**config.mk**
```make
export PLATFORM = sky130hd
export DESIGN_NAME = median_lux_brightness_selector
export DESIGN_NICKNAME = d
export VERILOG_FILES = /design/src/hw/rtl/mlbs_pkg.sv /design/src/hw/rtl/median_lux_brightness_selector.sv
export VERILOG_INCLUDE_DIRS = /design/src /design/src/hw/rtl
export SDC_FILE = /design/constraint.sdc
export NUM_CORES = 1
export LEC_CHECK = 0
export BUFFER_PORTS_ARGS = -buffer_cell sky130_fd_sc_hd__clkbuf_2
export CORE_ASPECT_RATIO = 0.75
export CORE_UTILIZATION = 35
export CTS_CLUSTER_DIAMETER = 50
export DETAILED_ROUTE_END_ITERATION = 10
export SYNTH_ARGS = -nofsm -noshare
export SYNTH_HDL_FRONTEND = slang
export SYNTH_SLANG_ARGS = --single-unit
```
**constraint.sdc**
```tcl
create_clock -name aclk -period 16.3 [get_ports aclk]
set_clock_uncertainty 0.1 [all_clocks]
set_input_delay 1.63 -clock aclk [delete_from_list [all_inputs] [get_ports aclk]]
set_output_delay 1.63 -clock aclk [all_outputs]
set_load 0.01 [all_outputs]
```
**src/hw/rtl/median_lux_brightness_selector_defines.svh**
```systemverilog
// Assertion macros shared by the median lux brightness selector RTL.
`ifndef MEDIAN_LUX_BRIGHTNESS_SELECTOR_DEFINES_SVH
`define MEDIAN_LUX_BRIGHTNESS_SELECTOR_DEFINES_SVH

// The consequent must hold in the same cycle as the antecedent.
`define MLBS_ASSERT_SAME(lbl, ante, cons) \
    lbl: assert property (@(posedge aclk) disable iff (!aresetn) (ante) |-> (cons)) \
        else $error("Same-cycle assertion failed.");

// The consequent must hold in the cycle after the antecedent.
`define MLBS_ASSERT_NEXT(lbl, ante, cons) \
    lbl: assert property (@(posedge aclk) disable iff (!aresetn) (ante) |=> (cons)) \
        else $error("Next-cycle assertion failed.");

`endif

```
**src/hw/rtl/mlbs_pkg.sv**
```systemverilog
// Package with constants, codes and reset values for the median lux brightness selector.
package mlbs_pkg;

    localparam int WINDOW_SIZE_DEFAULT = 5;

    localparam int LUX_W   = 16;
    localparam int LEVEL_W = 8;
    localparam int MODE_W  = 2;

    localparam int CFG_IDX_W  = 3;
    localparam int CFG_DATA_W = 16;

    localparam logic [CFG_IDX_W-1:0] REG_SENSOR_PRESENT = 3'd0;
    localparam logic [CFG_IDX_W-1:0] REG_DAY_THRESHOLD  = 3'd1;
    localparam logic [CFG_IDX_W-1:0] REG_DUSK_THRESHOLD = 3'd2;
    localparam logic [CFG_IDX_W-1:0] REG_DAY_LEVEL      = 3'd3;
    localparam logic [CFG_IDX_W-1:0] REG_DUSK_LEVEL     = 3'd4;
    localparam logic [CFG_IDX_W-1:0] REG_NIGHT_LEVEL    = 3'd5;

    localparam logic [MODE_W-1:0] MODE_DAY   = 2'd0;
    localparam logic [MODE_W-1:0] MODE_DUSK  = 2'd1;
    localparam logic [MODE_W-1:0] MODE_NIGHT = 2'd2;

    localparam logic               SENSOR_PRESENT_RST = 1'b1;
    localparam logic [LUX_W-1:0]   DAY_THRESHOLD_RST  = 16'd100;
    localparam logic [LUX_W-1:0]   DUSK_THRESHOLD_RST = 16'd10;
    localparam logic [LEVEL_W-1:0] DAY_LEVEL_RST      = 8'd255;
    localparam logic [LEVEL_W-1:0] DUSK_LEVEL_RST     = 8'd128;
    localparam logic [LEVEL_W-1:0] NIGHT_LEVEL_RST    = 8'd32;

endpackage

```
**src/hw/rtl/median_lux_brightness_selector.sv**
```systemverilog
// Top level: running median of light samples, classified into a backlight mode and level.
//
// Channel | Direction | Handshake          | Payload
// s_      | input     | s_valid / s_ready  | s_lux_sample
// m_      | output    | m_valid / m_ready  | m_median_lux, m_light_mode, m_backlight_level,
//         |           |                    | m_mode_changed
// cfg_    | input     | cfg_wr_en          | cfg_index, cfg_data
//
// One transaction is accepted per cycle unless one is pending and the result register is stalled.
// The accepting edge writes the sample into the window registers; once the result register is
// free, the median is taken by rank counting over all window entries and classified into it.
// Reset is synchronous and active low; it clears the window and the mode and reloads the
// configuration with its reset values.
// When the result register is held by a stalled consumer, one further transaction is taken.
`include "median_lux_brightness_selector_defines.svh"

module median_lux_brightness_selector #(
    parameter int WINDOW_SIZE = mlbs_pkg::WINDOW_SIZE_DEFAULT
) (
    input  logic                             aclk,
    input  logic                             aresetn,

    input  logic                             s_valid,
    output logic                             s_ready,
    input  logic [mlbs_pkg::LUX_W-1:0]       s_lux_sample,

    output logic                             m_valid,
    input  logic                             m_ready,
    output logic [mlbs_pkg::LUX_W-1:0]       m_median_lux,
    output logic [mlbs_pkg::MODE_W-1:0]      m_light_mode,
    output logic [mlbs_pkg::LEVEL_W-1:0]     m_backlight_level,
    output logic                             m_mode_changed,

    input  logic                             cfg_wr_en,
    input  logic [mlbs_pkg::CFG_IDX_W-1:0]   cfg_index,
    input  logic [mlbs_pkg::CFG_DATA_W-1:0]  cfg_data
);

    import mlbs_pkg::*;

    localparam int PTR_W = (WINDOW_SIZE > 1) ? $clog2(WINDOW_SIZE) : 1;
    localparam int CNT_W = $clog2(WINDOW_SIZE + 1);
    localparam logic [CNT_W-1:0] RANK_WANT = CNT_W'(WINDOW_SIZE / 2);
    localparam logic [PTR_W-1:0] PTR_LAST  = PTR_W'(WINDOW_SIZE - 1);

    logic               sensor_present_reg;
    logic [LUX_W-1:0]   day_threshold_reg;
    logic [LUX_W-1:0]   dusk_threshold_reg;
    logic [LEVEL_W-1:0] day_level_reg;
    logic [LEVEL_W-1:0] dusk_level_reg;
    logic [LEVEL_W-1:0] night_level_reg;

    logic [LUX_W-1:0]   window_reg [WINDOW_SIZE];
    logic [PTR_W-1:0]   wr_pos_reg;
    logic [PTR_W-1:0]   wr_pos_next;
    logic               pend_valid_reg;

    logic               m_valid_reg;
    logic [LUX_W-1:0]   median_reg;
    logic [MODE_W-1:0]  mode_reg;
    logic [MODE_W-1:0]  mode_next;
    logic [LEVEL_W-1:0] level_reg;
    logic [LEVEL_W-1:0] level_next;
    logic               changed_reg;

    logic [LUX_W-1:0]   median_next;
    logic               s_accept;
    logic               out_free;
    logic               res_load;

    assign out_free = !m_valid_reg || m_ready;
    assign res_load = pend_valid_reg && out_free;
    assign s_ready  = !pend_valid_reg || out_free;
    assign s_accept = s_valid && s_ready;

    assign wr_pos_next = (wr_pos_reg == PTR_LAST) ? '0 : wr_pos_reg + 1'b1;

    // Configuration registers.
    always_ff @(posedge aclk) begin
        if (!aresetn) begin
            sensor_present_reg <= SENSOR_PRESENT_RST;
            day_threshold_reg  <= DAY_THRESHOLD_RST;
            dusk_threshold_reg <= DUSK_THRESHOLD_RST;
            day_level_reg      <= DAY_LEVEL_RST;
            dusk_level_reg     <= DUSK_LEVEL_RST;
            night_level_reg    <= NIGHT_LEVEL_RST;
        end else if (cfg_wr_en) begin
            case (cfg_index)
                REG_SENSOR_PRESENT: sensor_present_reg <= cfg_data[0];
                REG_DAY_THRESHOLD:  day_threshold_reg  <= cfg_data[LUX_W-1:0];
                REG_DUSK_THRESHOLD: dusk_threshold_reg <= cfg_data[LUX_W-1:0];
                REG_DAY_LEVEL:      day_level_reg      <= cfg_data[LEVEL_W-1:0];
                REG_DUSK_LEVEL:     dusk_level_reg     <= cfg_data[LEVEL_W-1:0];
                REG_NIGHT_LEVEL:    night_level_reg    <= cfg_data[LEVEL_W-1:0];
                default: begin
                end
            endcase
        end
    end

    // Sample window; an absent sensor leaves it untouched.
    always_ff @(posedge aclk) begin
        if (!aresetn) begin
            for (int i = 0; i < WINDOW_SIZE; i++) begin
                window_reg[i] <= '0;
            end
            wr_pos_reg     <= '0;
            pend_valid_reg <= 1'b0;
        end else begin
            if (s_accept && sensor_present_reg) begin
                window_reg[wr_pos_reg] <= s_lux_sample;
                wr_pos_reg             <= wr_pos_next;
            end
            if (s_accept) begin
                pend_valid_reg <= 1'b1;
            end else if (res_load) begin
                pend_valid_reg <= 1'b0;
            end
        end
    end

    // Median by rank counting: an entry is the median when the wanted rank lies
    // within its span of equal values. All matching entries hold the same value.
    always_comb begin
        logic [CNT_W-1:0] below;
        logic [CNT_W-1:0] upto;
        median_next = '0;
        for (int i = 0; i < WINDOW_SIZE; i++) begin
            below = '0;
            upto  = '0;
            for (int j = 0; j < WINDOW_SIZE; j++) begin
                if (window_reg[j] < window_reg[i]) begin
                    below = below + 1'b1;
                end
                if (window_reg[j] <= window_reg[i]) begin
                    upto = upto + 1'b1;
                end
            end
            if ((below <= RANK_WANT) && (RANK_WANT < upto)) begin
                median_next = median_next | window_reg[i];
            end
        end
    end

    always_comb begin
        if (!sensor_present_reg) begin
            mode_next = MODE_DAY;
        end else if (median_next >= day_threshold_reg) begin
            mode_next = MODE_DAY;
        end else if (median_next >= dusk_threshold_reg) begin
            mode_next = MODE_DUSK;
        end else begin
            mode_next = MODE_NIGHT;
        end
    end

    always_comb begin
        case (mode_next)
            MODE_DAY:  level_next = day_level_reg;
            MODE_DUSK: level_next = dusk_level_reg;
            default:   level_next = night_level_reg;
        endcase
    end

    // Result register and the mode carried from one transaction to the next.
    always_ff @(posedge aclk) begin
        if (!aresetn) begin
            m_valid_reg <= 1'b0;
            mode_reg    <= MODE_DAY;
        end else begin
            if (res_load) begin
                m_valid_reg <= 1'b1;
                mode_reg    <= mode_next;
            end else if (m_ready) begin
                m_valid_reg <= 1'b0;
            end
        end
    end

    always_ff @(posedge aclk) begin
        if (res_load) begin
            median_reg  <= median_next;
            level_reg   <= level_next;
            changed_reg <= (mode_next != mode_reg);
        end
    end

    assign m_valid           = m_valid_reg;
    assign m_median_lux      = median_reg;
    assign m_light_mode      = mode_reg;
    assign m_backlight_level = level_reg;
    assign m_mode_changed    = changed_reg;

    `MLBS_ASSERT_SAME(a_no_take_when_full, pend_valid_reg && m_valid && !m_ready, !s_ready)
    `MLBS_ASSERT_SAME(a_wr_pos_in_range, 1'b1, wr_pos_reg <= PTR_LAST)
    `MLBS_ASSERT_NEXT(a_pending_moves_on, pend_valid_reg && out_free, m_valid)
    `MLBS_ASSERT_NEXT(a_change_flag, res_load, m_mode_changed == (m_light_mode != $past(mode_reg)))

endmodule

```
==> results.ini <==
[clock_network]
cts_buffer_depth = 2
clockRootBuffer = clkbuf_16
htree_num_levels = 4
cts_hold_buf = 0
post_cts_resized = 0
cts_tree = done
clock-sinks = 169
clkLatencyLatePin_ns = 0.45
path_clk_slew_ns = 0.07
post_cts.repair.setup_buffers = 0
cts_buffers = 17

[setup_path]
critPathBufInv = 1
cpPeakStageDelay_ns = 0.76
required_ns = 16.40
critPathCaptureType = register
crit_slowest_cell = nor4_1
start_kind = register
critPathMaxFanout = 19
crit_arrival_ns = 8.45
crit_type = reg -> reg
crit_top_cell = ha_1
path_delay_family = compound AO/OA/AOI/OAI gates

[global_routing]
antenna_found_initial = 1
track_usage_pct = 21.05
grt_pass1_vias = 10017
grt_util_met1_pct = 31.56
grt_pass1_wl_um = 59480
overflow = 0
grt_max_degree = 71
met2_usage_pct = 29.94
use_met3_pct = 5.229
grt-busiest-layer = met1

[detailed_routing]
firstDrtPassIters = 5
wire_per_inst_um = 20.30
postRouteAntennaNets = 0
num_vias = 10585
wl_um = 38620
drc_errors = 0
first_iter_violations = 1096
viasPerCell = 5.565

[cells_and_area]
design_area_um2 = 14160
final_nets = 1691
fillCellCount = 3542
synthToLayoutAreaGrowth_pct = 11.32
multi_input_area_um2 = 7664
largest_reg_flops = 80
ff_latch_area_um2 = 4434
drive_above_1_share_pct = 10.44
antennaDiodeCount = 0
fin_cells = 1902

[yosys]
seq_area_frac_synth_pct = 34.86
syn_avg_cell_area_um2 = 9.354
synth_edf_count = 105
syn_area_um2 = 12720
async_flop_share_pct = 0
syn-num-nets = 1627
synth_flop_cell = edfxtp_1
yosys_warnings = 0
synth-seq-cells = 169
synthCells = 1360
synth.distinct_cells = 72

[placed_design]
io_buffers = 68
gp_congestion = 0.9857
placed_area_um2 = 13580
numPlacedInstances = 1870
post-dp-hpwl_um = 30720

[timing]
rsz0062_at_grt = no
tightest_slew_ns = 1.101
slew_headroom_pct = 26.53
drv_slew = 0
hold_viol_final = 0
setup_viol = 0
setup-tns-final_ns = 0
finalCritPeriodShare_pct = 51.21
post-route-min-period_ns = 8.348
max_freq_mhz = 119.8

[pwr]
share_seq_of_total_power_pct = 32.5
p_sw_uw = 630.4
p_comb_share_pct = 42.4
p_int_mw = 1.006
p_per_area_nw_per_um2 = 115.5
p_leak_nw = 6.056
ir_drop_v = 0.00006717
swShare_pct = 38.53
pwr-share-clk_pct = 25.1

[floorplan]
die_area_um2 = 37120
ios = 69
core.rowCount = 60
initial_core_util_pct = 35.52
die_height_um = 167.1
coreArea_um2 = 35810
chipWidth_um = 222.1

[run]
drv_cap = 0

[status]
outcome = completed

[worst_hold_path]
worstHoldPathType = reg -> reg

## layout make-up
cell class	instances	share of cell area [%]
Timing Repair Buffer	83	3.198
Inverter	120	3.181
Sequential cell	169	31.31
Clock inverter	12	0.9984
Multi-Input combinational cell	1033	54.12
Clock buffer	20	3.084
Tap cell	465	4.108
## logic make-up after synthesis
| kind of cell | synth area share [%] |
|---|---|
| buffers and inverters | 5.016 |
| XOR/XNOR | 0.7476 |
| AO/OA/AOI/OAI | 17.22 |
| AND/OR/NAND/NOR | 18.48 |
| adder cells (fa/ha/maj) | 22.56 |
| flip-flops | 34.86 |
| multiplexers | 1.111 |
## power by group through the flow
stage / Combinational, mW / Clock [mW] / Sequential (mW)
floorplan: 0.477 / 0 / 0.536
global placement: 0.664 / 0 / 0.540
detailed placement: 0.681 / 0 / 0.540
CTS: 0.686 / 0.415 / 0.531
global route: 0.768 / 0.432 / 0.534
finish: 0.694 / 0.411 / 0.532
## layout by cell type, fill, tap and decap left out, types with 36 or more instances in the layout
cell      count
dfxtp_1      64
nand4_1      36
clkbuf_2     68
edfxtp_1    105
nor2_1       57
ha_1        223
o21ai_0      36
a21oi_1      80
and2_1       67
inv_1       118
a21boi_0     42
nand2_1     186
## synthesized netlist by cell type (28+ instances only)
cell        n  area, um2
nor2_1     59      221.5
edfxtp_1  105       3153
nand2_1   186      698.2
a21oi_1    80      400.4
nand4_1    36      225.2
o21ai_0    39      195.2
dfxtp_1    64       1281
a21boi_0   42      315.3
and2_1     67      419.2
inv_1     118      442.9
nor2b_1    28      175.2
ha_1      223       2790
## through the flow
stage | hold slack, ns | power (mW) | utilization (%) | setup WS (ns)
6_report | 0.3637 | 1.636 | 39.55 | 7.952
5_1_grt | 0.3894 | 1.734 | 39.55 | 7.647
4_1_cts | 0.3672 | 1.632 | 39.55 | 8.055
3_5_place_dp | 0.3565 | 1.221 | 37.93 | 8.098
3_3_place_gp | 0.3495 | 1.204 | 37.93 | 7.950
2_1_floorplan | 0.3401 | 1.014 | - | 9.646
## layer usage
metal / part of all wire [%] / wire length [um]
met1: 50 / 19240
met3: 8.3 / 3217
met2: 40 / 15630
met4: 1.4 / 534
met5: 0 / 0
## worst min-delay path, cell delays in order (launching register included)
cell	delay, ns
dfxtp_1	0.31
nand2_1	0.05
a21boi_0	0.06
## path summary, 6_finish.rpt
check / from / slack [ns] / to / depth (start not counted)
max reg2reg: window_reg[0][11] / 7.95 / m_mode_changed / 25
min reg2reg: dusk_level_reg[5] / 0.36 / dusk_level_reg[5] / 2
min: dusk_level_reg[5] / 0.36 / dusk_level_reg[5] / 2
max: window_reg[0][11] / 7.95 / m_mode_changed / 25
Note: power is estimated with default switching activity, not from simulation.
